===== config.mk =====
export PLATFORM = sky130hd
export DESIGN_NAME = joint_encoder_frame_receiver_flat
export DESIGN_NICKNAME = d
export VERILOG_FILES = /design/src/sv/jefr_pkg.sv /design/src/sv/jefr_if.sv /design/src/sv/jefr_parser.sv /design/src/sv/joint_encoder_frame_receiver.sv /design/src/flat_wrapper.sv
export SDC_FILE = /design/constraint.sdc
export NUM_CORES = 1
export LEC_CHECK = 0
export BUFFER_PORTS_ARGS = -buffer_cell sky130_fd_sc_hd__clkbuf_2
export CAP_MARGIN = 15
export CORE_MARGIN = 1.5
export CORE_UTILIZATION = 55
export CTS_CLUSTER_SIZE = 20
export DETAILED_ROUTE_END_ITERATION = 12
export GPL_ROUTABILITY_DRIVEN = 0
export PLACE_DENSITY = 0.72
export SLEW_MARGIN = 10
export SYNTH_ARGS = -nofsm -noshare
export SYNTH_HDL_FRONTEND = slang
export SYNTH_HIERARCHICAL = 1
export SYNTH_SLANG_ARGS = --single-unit

===== constraint.sdc =====
create_clock -name clock -period 6.1 [get_ports clock]
set_clock_uncertainty 0.05 [all_clocks]
set_input_delay 0.305 -clock clock [delete_from_list [all_inputs] [get_ports clock]]
set_output_delay 0.305 -clock clock [all_outputs]
set_load 0.02 [all_outputs]

===== src/sv/jefr_pkg.sv =====
`default_nettype none
// ----------------------------------------------------------------------------
// Joint encoder frame receiver package
// Shared constants and types for the frame parser and the result drain.
// ----------------------------------------------------------------------------
package jefr_pkg;

   // Frame start marker.
   localparam logic [7:0] HEADER_BYTE = 8'hAA;

   // Range of identifiers that name a known joint.
   localparam logic [7:0] ID_MIN = 8'h01;
   localparam logic [7:0] ID_MAX = 8'h06;

   // Result status codes.
   localparam logic STATUS_RECORD   = 1'b0;
   localparam logic STATUS_CSUM_ERR = 1'b1;

   // Parser status toward the drain logic.
   typedef struct packed {
      logic at_checksum;   // next byte is the checksum byte
      logic done;          // checksum byte taken in this cycle
      logic csum_ok;       // checksum matched (valid with done)
   } frame_status_type;

endpackage : jefr_pkg
`default_nettype wire


===== src/sv/jefr_if.sv =====
`default_nettype none
// ----------------------------------------------------------------------------
// Joint encoder frame receiver channels
// Valid/ready channels for received bytes and for decoded results.
// ----------------------------------------------------------------------------
interface jefr_req_if;
   logic       valid;
   logic       ready;
   logic [7:0] rx_byte;

   modport source (output valid, output rx_byte, input ready);
   modport sink   (input valid, input rx_byte, output ready);
endinterface : jefr_req_if

interface jefr_rsp_if;
   logic        valid;
   logic        ready;
   logic        status;
   logic [7:0]  joint_id;
   logic [15:0] encoder_value;
   logic        id_known;
   logic        last;

   modport source (output valid, output status, output joint_id, output encoder_value,
                   output id_known, output last, input ready);
   modport sink   (input valid, input status, input joint_id, input encoder_value,
                   input id_known, input last, output ready);
endinterface : jefr_rsp_if
`default_nettype wire


===== src/sv/jefr_parser.sv =====
`default_nettype none
// ----------------------------------------------------------------------------
// Joint encoder frame parser
// Hunts for the header, stores record bytes and checks the additive checksum.
// ----------------------------------------------------------------------------
module jefr_parser #(
   parameter int NUM_RECORDS = 6
) (
   input  wire logic                       clock,
   input  wire logic                       reset,
   input  wire logic                       byte_take,
   input  wire logic [7:0]                 rx_byte,
   output jefr_pkg::frame_status_type      status,
   output logic [7:0]                      record_bytes [3*NUM_RECORDS]
);
   import jefr_pkg::*;

   localparam int REC_BYTES = 3 * NUM_RECORDS;
   localparam int CHECK_POS = REC_BYTES + 1;
   localparam int POS_W     = $clog2(CHECK_POS + 1);
   localparam int BIDX_W    = $clog2(REC_BYTES);

   logic [POS_W-1:0]  pos_ff, pos_in;
   logic [7:0]        sum_ff, sum_in;
   logic [7:0]        record_ff [REC_BYTES];
   logic              hunting;
   logic              at_checksum;
   logic              rec_write;
   logic [BIDX_W-1:0] rec_idx;

   assign hunting     = (pos_ff == '0) || (pos_ff > POS_W'(CHECK_POS));
   assign at_checksum = (pos_ff == POS_W'(CHECK_POS));
   assign rec_idx     = BIDX_W'(pos_ff - POS_W'(1));
   assign rec_write   = byte_take && !hunting && !at_checksum;

   // Position and running sum advance by one byte per transfer.
   always_comb begin
      pos_in = pos_ff;
      sum_in = sum_ff;
      if (byte_take) begin
         if (hunting) begin
            if (rx_byte == HEADER_BYTE) begin
               pos_in = POS_W'(1);
               sum_in = HEADER_BYTE;
            end else begin
               pos_in = '0;
               sum_in = '0;
            end
         end else if (!at_checksum) begin
            pos_in = pos_ff + POS_W'(1);
            sum_in = sum_ff + rx_byte;
         end else begin
            pos_in = '0;
            sum_in = '0;
         end
      end
   end

   always_ff @(posedge clock) begin
      if (reset) begin
         pos_ff <= '0;
         sum_ff <= '0;
      end else begin
         pos_ff <= pos_in;
         sum_ff <= sum_in;
      end
   end

   // Record byte store, written at the current frame position.
   always_ff @(posedge clock) begin
      if (rec_write) begin
         record_ff[rec_idx] <= rx_byte;
      end
   end

   assign record_bytes = record_ff;

   // Status toward the drain logic.
   always_comb begin
      status.at_checksum = at_checksum;
      status.done        = byte_take && at_checksum;
      status.csum_ok     = (sum_ff == rx_byte);
   end

endmodule : jefr_parser
`default_nettype wire


===== src/sv/joint_encoder_frame_receiver.sv =====
`default_nettype none
// Latency: results of a frame appear the cycle after its checksum byte transfer.
// Throughput: one byte per cycle; a good frame then drains NUM_RECORDS results,
// one per cycle when the receiver is ready, while the next frame's bytes keep arriving. Only the next
// checksum byte waits if the previous frame's results are not all taken.
// Reset: synchronous; the block hunts for a header and holds no pending result.
// ----------------------------------------------------------------------------
// Joint encoder frame receiver
// Parses fixed-length header/record/checksum frames and emits joint records.
// ----------------------------------------------------------------------------
module joint_encoder_frame_receiver #(
   parameter int NUM_RECORDS = 6
) (
   input  wire logic   clock,
   input  wire logic   reset,
   jefr_req_if.sink    req_bus,
   jefr_rsp_if.source  rsp_bus
);
   import jefr_pkg::*;

   localparam int REC_BYTES = 3 * NUM_RECORDS;
   localparam int REM_W     = $clog2(NUM_RECORDS + 1);
   localparam int IDX_W     = (NUM_RECORDS > 1) ? $clog2(NUM_RECORDS) : 1;

   frame_status_type  fstat;
   logic [7:0]        record_bytes [REC_BYTES];
   logic              req_take;
   logic              rsp_take;
   logic              busy;

   logic [REM_W-1:0]  remain_ff, remain_in;
   logic [IDX_W-1:0]  idx_ff, idx_in;
   logic              err_ff, err_in;
   logic [7:0]        id_ff  [NUM_RECORDS];
   logic [15:0]       val_ff [NUM_RECORDS];
   logic [7:0]        cur_id;

   // Input side: only a checksum byte waits for the previous drain to finish.
   assign busy            = (remain_ff != '0);
   assign req_bus.ready   = !(busy && fstat.at_checksum);
   assign req_take        = req_bus.valid && req_bus.ready;
   assign rsp_take        = rsp_bus.valid && rsp_bus.ready;

   jefr_parser #(
      .NUM_RECORDS (NUM_RECORDS)
   ) u_parser (
      .clock        (clock),
      .reset        (reset),
      .byte_take    (req_take),
      .rx_byte      (req_bus.rx_byte),
      .status       (fstat),
      .record_bytes (record_bytes)
   );

   // Drain control: load on a finished frame, step on each result transfer.
   always_comb begin
      remain_in = remain_ff;
      idx_in    = idx_ff;
      err_in    = err_ff;
      if (fstat.done) begin
         idx_in = '0;
         if (fstat.csum_ok) begin
            remain_in = REM_W'(NUM_RECORDS);
            err_in    = 1'b0;
         end else begin
            remain_in = REM_W'(1);
            err_in    = 1'b1;
         end
      end else if (rsp_take) begin
         remain_in = remain_ff - REM_W'(1);
         idx_in    = idx_ff + IDX_W'(1);
      end
   end

   always_ff @(posedge clock) begin
      if (reset) begin
         remain_ff <= '0;
         idx_ff    <= '0;
         err_ff    <= 1'b0;
      end else begin
         remain_ff <= remain_in;
         idx_ff    <= idx_in;
         err_ff    <= err_in;
      end
   end

   // Snapshot of the frame's records so the next frame can fill the store.
   always_ff @(posedge clock) begin
      if (fstat.done && fstat.csum_ok) begin
         for (int k = 0; k < NUM_RECORDS; k++) begin
            id_ff[k]  <= record_bytes[3*k];
            val_ff[k] <= {record_bytes[3*k+1], record_bytes[3*k+2]};
         end
      end
   end

   // Result fields; an error result carries zeros.
   assign cur_id                = id_ff[idx_ff];
   assign rsp_bus.valid         = busy;
   assign rsp_bus.status        = err_ff ? STATUS_CSUM_ERR : STATUS_RECORD;
   assign rsp_bus.joint_id      = err_ff ? 8'h00 : cur_id;
   assign rsp_bus.encoder_value = err_ff ? 16'h0000 : val_ff[idx_ff];
   assign rsp_bus.id_known      = !err_ff && (cur_id >= ID_MIN) && (cur_id <= ID_MAX);
   assign rsp_bus.last          = (remain_ff == REM_W'(1));

endmodule : joint_encoder_frame_receiver
`default_nettype wire


===== src/flat_wrapper.sv =====
// flat-port wrapper written by rule: the top's interface ports become plain ports
module joint_encoder_frame_receiver_flat import jefr_pkg::*;
#(
   parameter int NUM_RECORDS = 6
)
  (clock, reset, req_bus_valid, req_bus_rx_byte, req_bus_ready, rsp_bus_valid, rsp_bus_status, rsp_bus_joint_id, rsp_bus_encoder_value, rsp_bus_id_known, rsp_bus_last, rsp_bus_ready);
  jefr_req_if req_bus_i ();
  jefr_rsp_if rsp_bus_i ();
  input  wire logic clock;
  input  wire logic reset;
  input wire logic [$bits(req_bus_i.valid)-1:0] req_bus_valid;
  input wire logic [$bits(req_bus_i.rx_byte)-1:0] req_bus_rx_byte;
  output wire logic [$bits(req_bus_i.ready)-1:0] req_bus_ready;
  output wire logic [$bits(rsp_bus_i.valid)-1:0] rsp_bus_valid;
  output wire logic [$bits(rsp_bus_i.status)-1:0] rsp_bus_status;
  output wire logic [$bits(rsp_bus_i.joint_id)-1:0] rsp_bus_joint_id;
  output wire logic [$bits(rsp_bus_i.encoder_value)-1:0] rsp_bus_encoder_value;
  output wire logic [$bits(rsp_bus_i.id_known)-1:0] rsp_bus_id_known;
  output wire logic [$bits(rsp_bus_i.last)-1:0] rsp_bus_last;
  input wire logic [$bits(rsp_bus_i.ready)-1:0] rsp_bus_ready;
  assign req_bus_i.valid = req_bus_valid;
  assign req_bus_i.rx_byte = req_bus_rx_byte;
  assign req_bus_ready = req_bus_i.ready;
  assign rsp_bus_valid = rsp_bus_i.valid;
  assign rsp_bus_status = rsp_bus_i.status;
  assign rsp_bus_joint_id = rsp_bus_i.joint_id;
  assign rsp_bus_encoder_value = rsp_bus_i.encoder_value;
  assign rsp_bus_id_known = rsp_bus_i.id_known;
  assign rsp_bus_last = rsp_bus_i.last;
  assign rsp_bus_i.ready = rsp_bus_ready;
  joint_encoder_frame_receiver #(.NUM_RECORDS(NUM_RECORDS)) u_core (.clock(clock), .reset(reset), .req_bus(req_bus_i), .rsp_bus(rsp_bus_i));
endmodule

==> out/metrics.csv, run 1 <==
stage,metric,value,unit
outcome,outcome,completed,
global_routing,initial antenna violation count,0,
synthesis,register area share after synthesis,77.9,%
synthesis,Synth Area per Inst,18.3,sq um
clock_network,"Reg clk slew, reported paths",0.06,ns
detailed_routing,via count,5717,
detailed_routing,"antenna viol nets, final",0,
place,Post-DP Area,12100,sq um
synthesis,main area contributors after synthesis,"edfxtp_1 74%, dfxtp_1 3.9%, mux4_2 3.9%",
global_routing,met1 Use GR,26.8,%
setup_path,Reg2Reg Depth,8,
power,sw power,0.000989,W
place,Port-buffer cells,40,
global_routing,Tot GR Track Use,19.9,%
hold_path,Min-Delay Path Depth,2,
clock_network,clk_lat worst skew,0.53,ns
timing,Worst slew margin,29.0,%
clock_network,post-CTS setup buffers,0,
timing,Max Fclk,261,MHz
global_routing,met2 Usage GRT,34.0,%
timing,"Period Utilization, post-route",62.7,%
timing,Final Critical Period,3.83,ns
setup_path,Critical Path Fanout Max,80,
power,Sw Ratio,22.2,%
clock_network,TritonCTS clock tree,built,
global_routing,number of global-route vias before repair,5782,
setup_path,critical register-to-register path startpoint,u_core/u_parser/pos_ff[2],
global_routing,first-pass GRT wire length,33.0,mm
global_routing,total gr overflow,0,
power,Clock power frac,37.5,%
power,Power Density,344,nW/um^2
cells_and_area,Antenna diodes,0,
synthesis,share of the synthesized area in the top cell type,73.9,%
synthesis,synth unique cells,62,
cells_and_area,P&R area growth vs syn,11.1,%
clock_network,CTS sink cnt,311,
timing,setup TNS,0,ns
setup_path,CP Capture Type,register,
global_routing,met3 usage,3.15,%
hold_path,Hold WC Path Type,input pin to register,
cells_and_area,layout cells sized above 1,16.3,%
global_routing,largest net degree at the start of global routing,81,
timing,Worst Tran Pin Value,1.06,ns
timing,Hold Fails Final Rpt,0,
die,die width,149,um
power,VDD IR-drop max,0.162,mV
synthesis,Post-Syn Area,11700,sq um
job,max-cap viol count,0,
clock_network,CTS buffer count,28,
power,Comb power frac,9.7,%
die,Die Ht,149,um
setup_path,CP startpoint kind,register,
place,dpl hpwl,12.6,mm
detailed_routing,DRC Markers,0,
synthesis,Synth Instances,641,
cells_and_area,fin area,13000,sq um
setup_path,r2r setup slk,2.27,ns
timing,RSZ-0062 raised after global routing,no,
die,initial core utilization,55.8,%
clock_network,Clock Tree Buf Depth,3,
clock_network,hold buffer count at CTS,0,
timing,max-slew violation count,0,
cells_and_area,NumNets Final,718,
synthesis,Syn. warnings,6,
die,IO Pins,41,
synthesis,Post-synth EDFFs,288,
setup_path,Worst Setup EP,u_core/val_ff[4][2],
synthesis,#FFs+latches synth,311,
setup_path,CP Launch Point,u_core/u_parser/pos_ff[2],
power,Seq pwr share,52.9,%
detailed_routing,Routed WL per cell,21.7,um
clock_network,H-tree Lvls,1,
detailed_routing,Detailed Route Iter0 Violations,402,
setup_path,data arrival time of the worst path,3.94,ns
die,full die area,22200,sq um
power,Pleak,4.15,nW
detailed_routing,TritonRoute pass-1 iters,5,
synthesis,ys async rst share,0,%
clock_network,post-CTS sizing,0,
detailed_routing,vias per cell,5.80,
clock_network,Root Driver,clkbuf_16,
power,Internal Power,0.00348,W
global_routing,busiest grt layer,met2,
synthesis,"area leader, netlist",edfxtp_1,
setup_path,Worst EP required,6.22,ns
setup_path,crit path kind,register to register,
timing,Final setup viols,0,
synthesis,Syn Nets,671,
die,core region area,21000,sq um
detailed_routing,routed wire length,21.3,mm
setup_path,FF-to-FF End,u_core/val_ff[4][2],
die,Rows,53,
synthesis,ys flop type,edfxtp_1,
-- worst max-delay path, cell delays in order (launching register included) --
cell and delay [ns]:
dfxtp_1 0.57, or3b_4 0.25, nor2_1 0.07, nand2_1 0.07
and2_1 0.61, and2_1 0.42, nand2_1 0.20, inv_4 0.62
buf_12 0.42
-- worst min-delay path by stage --
stage                                 startpoint                                to  slack [ns]
4_1_cts                            rsp_bus_ready               u_core/remain_ff[2]        0.22
6_report                                   reset         u_core/u_parser/sum_ff[4]        0.22
3_5_place_dp   u_core/u_parser/record_bytes[136]                u_core/id_ff[0][0]        0.35
3_3_place_gp    u_core/u_parser/record_bytes[86]              u_core/val_ff[2][14]        0.35
5_1_grt                       req_bus_rx_byte[2]  u_core/u_parser/record_bytes[18]        0.25
2_1_floorplan                              reset               u_core/remain_ff[1]        0.32
-- cell type report --
cell class	instances	area, sq um
Clock buffer	38	769
Clock inverter	14	123
Fill cell	1426	7960
Inverter	9	36.3
Multi-Input combinational cell	293	2360
Sequential cell	311	9110
Tap cell	275	344
Timing Repair Buffer	45	250
-- metrics by stage --
stage / hold WS [ns] / utilization (%) / std cells / setup WS (ns) / power (W)
6_report: 0.221 / 62.0 / 985 / 2.27 / 0.00446
5_1_grt: 0.253 / 62.0 / 985 / 2.06 / 0.00462
4_1_cts: 0.216 / 62.0 / 985 / 2.34 / 0.00450
3_5_place_dp: 0.355 / 57.8 / 933 / 2.39 / 0.00284
3_3_place_gp: 0.350 / 57.8 / 933 / 2.56 / 0.00283
2_1_floorplan: 0.324 / - / 641 / 0.694 / 0.00273
-- layout by cell type, fill, tap and decap left out, types with 9 or more instances in the layout --
cell,Yosys,layout
mux4_2,20,20
clkbuf_16,0,29
nor2b_1,10,10
a211oi_1,28,28
ha_1,17,17
nand2_1,16,16
mux2i_1,23,23
clkbuf_2,0,40
o21ai_0,9,9
a21oi_1,16,16
nor2_1,55,55
dfxtp_1,23,22
edfxtp_1,288,288
-- routing by layer --
metal	wire length [um]	part of all wire, %	up-vias
met3	1210	5.7	31
met4	368	1.7	0
met2	10700	50	177
met5	0	0	-
met1	9110	43	2893
li1	-	-	2616
-- flip-flops by register name, summed over array words and instances (netlist names), named ones only --
signal,count
u_core/err_ff,1
u_core/id_ff,48
u_core/idx_ff,3
u_core/remain_ff,3
u_core/u_parser/pos_ff,5
u_core/u_parser/record_bytes,144
u_core/u_parser/sum_ff,8
u_core/val_ff,96
-- cells by family (layout without fill, tap and decap cells) --
| kind of cell | after synthesis | count (layout) | synth area share (%) |
|---|---|---|---|
| adder cells (fa/ha/maj) | 18 | 18 | 1.99 |
| buffers and inverters | 37 | 106 | 1.96 |
| flip-flops | 311 | 311 | 77.9 |
| AO/OA/AOI/OAI | 89 | 89 | 5.43 |
| multiplexers | 49 | 49 | 6.52 |
| AND/OR/NAND/NOR | 128 | 128 | 5.56 |
| XOR/XNOR | 9 | 9 | 0.674 |
-- synthesized netlist by cell type, types with 2 or more instances --
cell	number
ha_1	17
o21bai_1	3
edfxtp_1	288
a21o_1	3
a211oi_1	28
xnor2_1	5
nand2_1	16
xor2_1	4
inv_1	8
buf_2	2
o32a_1	2
o31ai_1	3
nor4bb_1	2
and2_1	5
mux2_1	3
o211ai_1	3
nor2b_1	10
clkbuf_1	12
mux2_2	2
nor3_1	8
a21oi_1	16
mux2i_1	23
nand2b_1	8
nand3_1	7
dfxtp_1	23
nor2_1	55
buf_4	8
o21ai_0	9
nand4b_1	2
o22a_1	3
o21ai_1	2
mux4_2	20
nor3b_1	3
buf_6	4
a31oi_1	2
nor4_1	3
o21a_1	4
-- power by group through the flow --
stage	Combinational, W	Sequential, W	Clock, W
after global placement	0.000424	0.00241	0
after floorplan	0.000353	0.00238	0
final	0.000431	0.00236	0.00167
after CTS	0.000435	0.00236	0.00171
after global routing	0.000470	0.00236	0.00178
after detailed placement	0.000432	0.00241	0
No activity file was read; power rests on OpenSTA's default activity.
==> run 2, diff against run 1 <==
ABC_AREA = 1   (was not set)
PLACE_DENSITY = 0.75   (was 0.72)
clock period = 3.2 ns   (was 6.1 ns; I/O delays follow)
==> out/metrics.csv, run 2 <==
stage,metric,value,unit,change
outcome,outcome,completed,,unchanged
timing,Worst Tran Pin Value,0.965,ns,was 1.06 ns
setup_path,CP Capture Type,primary output,,was register
clock_network,Root Driver,clkbuf_16,,unchanged
synthesis,Syn Nets,884,,was 671
cells_and_area,Filler Cell Count,1484,,was 1426
synthesis,#FFs+latches synth,311,,unchanged
die,Rows,53,,unchanged
die,initial core utilization,56.0,%,was 55.8%
synthesis,most common cell in the synthesized netlist,edfxtp_1,,unchanged
timing,hold_ws,0.0442,ns,was 0.221 ns
setup_path,Worst EP required,2.99,ns,was 6.22 ns
job,max-cap viol count,0,,unchanged
place,dpl hpwl,13.9,mm,was 12.6 mm
cells_and_area,Antenna diodes,0,,unchanged
timing,Final Critical Period,2.86,ns,
die,IO Pins,41,,unchanged
synthesis,synth unique cells,34,,was 62
clock_network,H-tree Lvls,1,,unchanged
setup_path,CP cell instances,inv_2 > buf_4 > o21ai_0 > o22ai_1 > nand2_1 > a21oi_1 > clkbuf_2,,was or3b_4 > nor2_1 > nand2_1 > and2_1 > and2_1 > nand2_1 > inv_4 > buf_12
synthesis,"area leader, netlist",edfxtp_1,,unchanged
die,Die Ht,149,um,about the same
detailed_routing,vias per cell,5.51,,was 5.80
timing,Final setup viols,0,,unchanged
cells_and_area,NumNets Final,954,,was 718
synthesis,ys flop type,edfxtp_1,,unchanged
synthesis,share of the synthesized area in the top cell type,73.7,%,was 73.9%
synthesis,Syn. warnings,6,,unchanged
clock_network,post-CTS sizing,0,,unchanged
die,full die area,22200,sq um,about the same
place,Port-buffer cells,40,,unchanged
detailed_routing,DRC Markers,0,,unchanged
place,Post-DP Area,12400,sq um,was 12100 sq um
synthesis,ys async rst share,0,%,unchanged
cells_and_area,P&R area growth vs syn,14.3,%,was 11.1%
setup_path,crit path kind,register to primary output,,was register to register
setup_path,data arrival time of the worst path,2.65,ns,was 3.94 ns
detailed_routing,"antenna viol nets, final",0,,unchanged
clock_network,CTS buffer count,28,,unchanged
setup_path,worst path bufs/invs,3,,was 2
detailed_routing,Detailed Route Iter0 Violations,554,,was 402
clock_network,"Reg clk slew, reported paths",0.06,ns,about the same
detailed_routing,Routed WL per cell,18.6,um,was 21.7 um
detailed_routing,TritonRoute pass-1 iters,5,,unchanged
timing,"Period Utilization, post-route",89.2,%,
power,Power Density,705,nW/um^2,was 344 nW/um^2
die,die width,149,um,about the same
synthesis,Post-Syn Area,11700,sq um,about the same
synthesis,Post-synth EDFFs,288,,unchanged
setup_path,Critical Path Fanout Max,39,,was 80
timing,Max Fclk,350,MHz,
setup_path,max incr delay on CP,0.51,ns,was 0.62 ns
synthesis,main area contributors after synthesis,"edfxtp_1 74%, nand2_1 4.1%, dfxtp_1 3.9%",,"was edfxtp_1 74%, dfxtp_1 3.9%, mux4_2 3.9%"
power,Pleak,4.78,nW,was 4.15 nW
clock_network,TritonCTS clock tree,built,,unchanged
global_routing,number of global-route vias before repair,6573,,was 5782
timing,Hold Fails Final Rpt,0,,unchanged
cells_and_area,fin area,13400,sq um,was 13000 sq um
global_routing,largest net degree at the start of global routing,77,,was 81
global_routing,first-pass GRT wire length,35.3,mm,was 33.0 mm
global_routing,total gr overflow,0,,unchanged
cells_and_area,"most common cell after layout, fill and taps aside",edfxtp_1,,unchanged
setup_path,crit path max-delay cell type,inv_2,,was inv_4
setup_path,Top Family by Delay on Critical Path,buffers and inverters,,was simple AND/OR/NAND/NOR gates
timing,Worst slew margin,35.6,%,was 29.0%
timing,RSZ-0062 raised after global routing,no,,unchanged
global_routing,initial antenna violation count,0,,unchanged
setup_path,r2r setup slk,0.69,ns,was 2.27 ns
synthesis,register area share after synthesis,77.6,%,was 77.9%
synthesis,Synth Instances,854,,was 641
timing,max-slew violation count,0,,unchanged
setup_path,CP startpoint kind,register,,unchanged
clock_network,Clock Tree Buf Depth,3,,unchanged
detailed_routing,routed wire length,22.7,mm,was 21.3 mm
detailed_routing,via count,6723,,was 5717
die,core region area,21000,sq um,unchanged
synthesis,Synth Area per Inst,13.7,sq um,was 18.3 sq um
hold_path,Hold WC Path Type,input pin to register,,unchanged
clock_network,CTS sink cnt,311,,unchanged
cells_and_area,fin util,64.0,%,was 62.0%
synthesis,top post-synthesis cells by count,"288 x edfxtp_1, 129 x nand2_1, 104 x nor2_1",,"was 288 x edfxtp_1, 55 x nor2_1, 28 x a211oi_1"
cells_and_area,"commonest cells after routing, fill and taps aside","288 x edfxtp_1, 127 x nand2_1, 103 x nor2_1, 53 x o21ai_0",,"was 288 x edfxtp_1, 55 x nor2_1, 40 x clkbuf_2, 29 x clkbuf_16, 28 x a211oi_1"
power,VDD IR-drop max,0.399,mV,was 0.162 mV
clock_network,clk_lat worst skew,0.53,ns,about the same
global_routing,Tot GR Track Use,21.1,%,was 19.9%
cells_and_area,layout cells sized above 1,15.2,%,was 16.3%
cells_and_area,number of flip-flops in the largest register,144,,unchanged
run 2: cell type report:
type | count | area [sq um] | area share, %
inverter | 48 | 186 | 1.39
clock inverter | 20 | 235 | 1.75
multi-input combinational | 461 | 2310 | 17.2
clock buffer | 32 | 737 | 5.49
tap | 275 | 344 | 2.56
sequential | 311 | 9110 | 67.9
timing repair buffer | 74 | 488 | 3.64
run 2: worst paths after layout:
kind	from	endpoint	depth (start not counted)
hold / removal	rsp_bus_ready	u_core/idx_ff[1]	4
setup reg to reg	u_core/u_parser/sum_ff[2]	u_core/val_ff[4][9]	7
setup / recovery	register	rsp_bus_encoder_value[14]	7
hold reg to reg	u_core/u_parser/record_bytes[7]	u_core/val_ff[5][7]	0
run 2: cell families (layout without fill, tap and decap cells):
logic type | count (synthesis) | in the layout | synth area share [%]
AO/OA/AOI/OAI | 132 | 132 | 6.03
adder cells (fa/ha/maj) | 18 | 18 | 1.98
buffers and inverters | 82 | 174 | 3.01
AND/OR/NAND/NOR | 307 | 307 | 11.1
XOR/XNOR | 4 | 4 | 0.298
flip-flops | 311 | 311 | 77.6
run 2: power by group:
part	total (W)	leakage (nW)	switching, W	internal, W
clock network	0.00346	0.462	0.00140	0.00206
registers	0.00449	2.78	0.0000368	0.00446
logic	0.00151	1.55	0.00107	0.000437
run 2: timing repair:
item	4_1_cts	5_1_grt
hold endpoints to repair	12	0
hold buffers	3	0
setup buffers	0	0
run 2: layer usage:
metal	up-vias	wire length (um)	GRT usage, %
met2	248	10900	34.8
li1	3192	-	-
met4	0	591	6.93
met3	49	1660	3.06
met1	3234	9500	29.1
met5	-	0	0
run 2: worst reg2reg max path: stages (launching register included):
cell and delay (ns):
dfxtp_1 0.31, ha_1 0.37, nor2_1 0.14, nand4_1 0.10, nor4_1 0.41, nand2_2 0.15
clkinvlp_4 0.21, buf_12 0.37
run 2: stage by stage:
| step | setup slack (ns) | power, W | instances | setup TNS, ns |
|---|---|---|---|---|
| 4_1_cts | 0.376 | 0.00949 | 1221 | 0 |
| 3_5_place_dp | 0.729 | 0.00607 | 1166 | 0 |
| 6_report | 0.345 | 0.00946 | 1221 | 0 |
| 5_1_grt | 0.210 | 0.00982 | 1221 | 0 |
| 3_3_place_gp | 0.722 | 0.00604 | 1166 | 0 |
| 2_1_floorplan | -0.768 | 0.00560 | 854 | -111.34 |
==> run 3, diff against run 2 <==
ABC_AREA = not set   (was 1)
==> out/metrics.csv, run 3 (synthesis gave the netlist of run 1 again) <==
stage,metric,value,unit,change
timing,Worst slew margin,63.6,%,was 35.6%
place,Post-DP Area,12500,sq um,was 12400 sq um
detailed_routing,vias per cell,5.77,,was 5.51
die,full die area,22200,sq um,about the same
place,Port-buffer cells,40,,unchanged
cells_and_area,fin area,13400,sq um,about the same
die,Rows,53,,unchanged
die,IO Pins,41,,unchanged
cells_and_area,fin util,63.9,%,was 64.0%
clock_network,H-tree Lvls,1,,unchanged
power,VDD IR-drop max,0.362,mV,was 0.399 mV
die,core region area,21000,sq um,unchanged
clock_network,post-CTS sizing,0,,unchanged
clock_network,Root Driver,clkbuf_16,,unchanged
power,Pleak,4.41,nW,was 4.78 nW
detailed_routing,via count,5908,,was 6723
setup_path,Worst EP required,3.42,ns,was 2.99 ns
global_routing,largest net degree at the start of global routing,44,,was 77
timing,Max Fclk,335,MHz,was 350 MHz
cells_and_area,Antenna diodes,0,,unchanged
global_routing,first-pass GRT wire length,33.7,mm,was 35.3 mm
timing,max-slew violation count,0,,unchanged
clock_network,CTS buffer count,28,,unchanged
detailed_routing,TritonRoute pass-1 iters,6,,was 5
setup_path,data arrival time of the worst path,3.20,ns,was 2.65 ns
setup_path,CP startpoint kind,register,,unchanged
clock_network,post-CTS setup buffers,0,,unchanged
detailed_routing,"antenna viol nets, final",0,,unchanged
timing,Final Critical Period,2.98,ns,was 2.86 ns
global_routing,number of global-route vias before repair,5893,,was 6573
detailed_routing,routed wire length,22.1,mm,was 22.7 mm
power,total power draw,0.00870,W,was 0.00946 W
clock_network,Clock Tree Buf Depth,3,,unchanged
outcome,outcome,completed,,unchanged
detailed_routing,DRC Markers,0,,unchanged
clock_network,TritonCTS clock tree,built,,unchanged
detailed_routing,Routed WL per cell,21.6,um,was 18.6 um
cells_and_area,NumNets Final,757,,was 954
cells_and_area,"commonest cells after routing, fill and taps aside","288 x edfxtp_1, 54 x nor2_1, 40 x clkbuf_2, 40 x buf_4, 29 x clkbuf_16",,"was 288 x edfxtp_1, 127 x nand2_1, 103 x nor2_1, 53 x o21ai_0"
die,Die Ht,149,um,about the same
setup_path,Critical Path Fanout Max,32,,was 39
cells_and_area,Filler Cell Count,1387,,was 1484
global_routing,Tot GR Track Use,20.4,%,was 21.1%
global_routing,initial antenna violation count,0,,unchanged
cells_and_area,number of flip-flops in the largest register,144,,unchanged
clock_network,clk_lat worst skew,0.52,ns,was 0.53 ns
die,die width,149,um,about the same
clock_network,CTS sink cnt,311,,unchanged
clock_network,hold buffer count at CTS,0,,was 3
timing,"Period Utilization, post-route",93.2,%,was 89.2%
hold_path,Hold WC Path Type,input pin to register,,unchanged
cells_and_area,P&R area growth vs syn,14.5,%,was 14.3%
job,max-cap viol count,0,,unchanged
cells_and_area,layout cells sized above 1,21.4,%,was 15.2%
place,dpl hpwl,13.5,mm,was 13.9 mm
global_routing,total gr overflow,0,,unchanged
timing,Hold Fails Final Rpt,0,,unchanged
clock_network,"Reg clk slew, reported paths",0.06,ns,about the same
timing,Worst Tran Pin Value,0.542,ns,was 0.965 ns
detailed_routing,Detailed Route Iter0 Violations,635,,was 554
power,Power Density,649,nW/um^2,was 705 nW/um^2
timing,Final setup viols,0,,unchanged
die,initial core utilization,55.8,%,was 56.0%
timing,RSZ-0062 raised after global routing,no,,unchanged
setup_path,crit path kind,register to register,,was register to primary output
cells_and_area,"most common cell after layout, fill and taps aside",edfxtp_1,,unchanged
setup_path,CP Capture Type,register,,was primary output
run 3: worst max-delay path, stage by stage, from the launching register on:
cell and delay, ns:
dfxtp_1 0.48, ha_1 0.39, inv_1 0.09, nor2_2 0.19
nand2_4 0.06, and2_4 0.21, and2_1 0.28, nand2_4 0.13
clkinvlp_4 0.45, buf_12 0.37
run 3: area by class of cell:
class	instances	area, sq um	area share (%)
clock buffers	35	758	5.66
flip-flops and latches	311	9110	68.0
repair buffers	84	581	4.33
clock inverters	17	186	1.39
multi-input cells	293	2380	17.8
inverters	9	37.5	0.280
well taps	275	344	2.57
run 3: final timing paths:
check / cells after the start / slack, ns / to / start
setup / recovery: 9 / 0.22 / u_core/val_ff[2][13] / u_core/u_parser/pos_ff[1]
hold / removal: 4 / 0.09 / u_core/u_parser/sum_ff[0] / req_bus_valid
setup reg to reg: 9 / 0.22 / u_core/val_ff[2][13] / u_core/u_parser/pos_ff[1]
hold reg to reg: 0 / 0.36 / u_core/val_ff[5][13] / u_core/u_parser/record_bytes[13]
run 3: where the power goes:
group	internal (W)	total, W	switching, W
Combinational	0.000358	0.000873	0.000515
Sequential	0.00443	0.00447	0.0000390
Clock	0.00200	0.00335	0.00135
Total	0.00679	0.00870	0.00191
run 3: layer usage:
layer | GRT usage [%] | share of wire [%] | wire length (um)
met5 | 0 | 0 | 0
met3 | 2.26 | 5.9 | 1310
met4 | 7.48 | 3.5 | 768
met2 | 35.3 | 51 | 11300
met1 | 26.9 | 40 | 8810
run 3: stage by stage:
stage / setup WS [ns] / setup TNS, ns / std cells / hold WS [ns]
2_1_floorplan: -1.18 / -171.34 / 641 / 0.179
3_3_place_gp: 0.376 / 0 / 972 / 0.351
3_5_place_dp: 0.270 / 0 / 972 / 0.355
4_1_cts: 0.248 / 0 / 1024 / 0.0539
5_1_grt: 0.0498 / 0 / 1024 / 0.106
6_report: 0.217 / 0 / 1024 / 0.0865
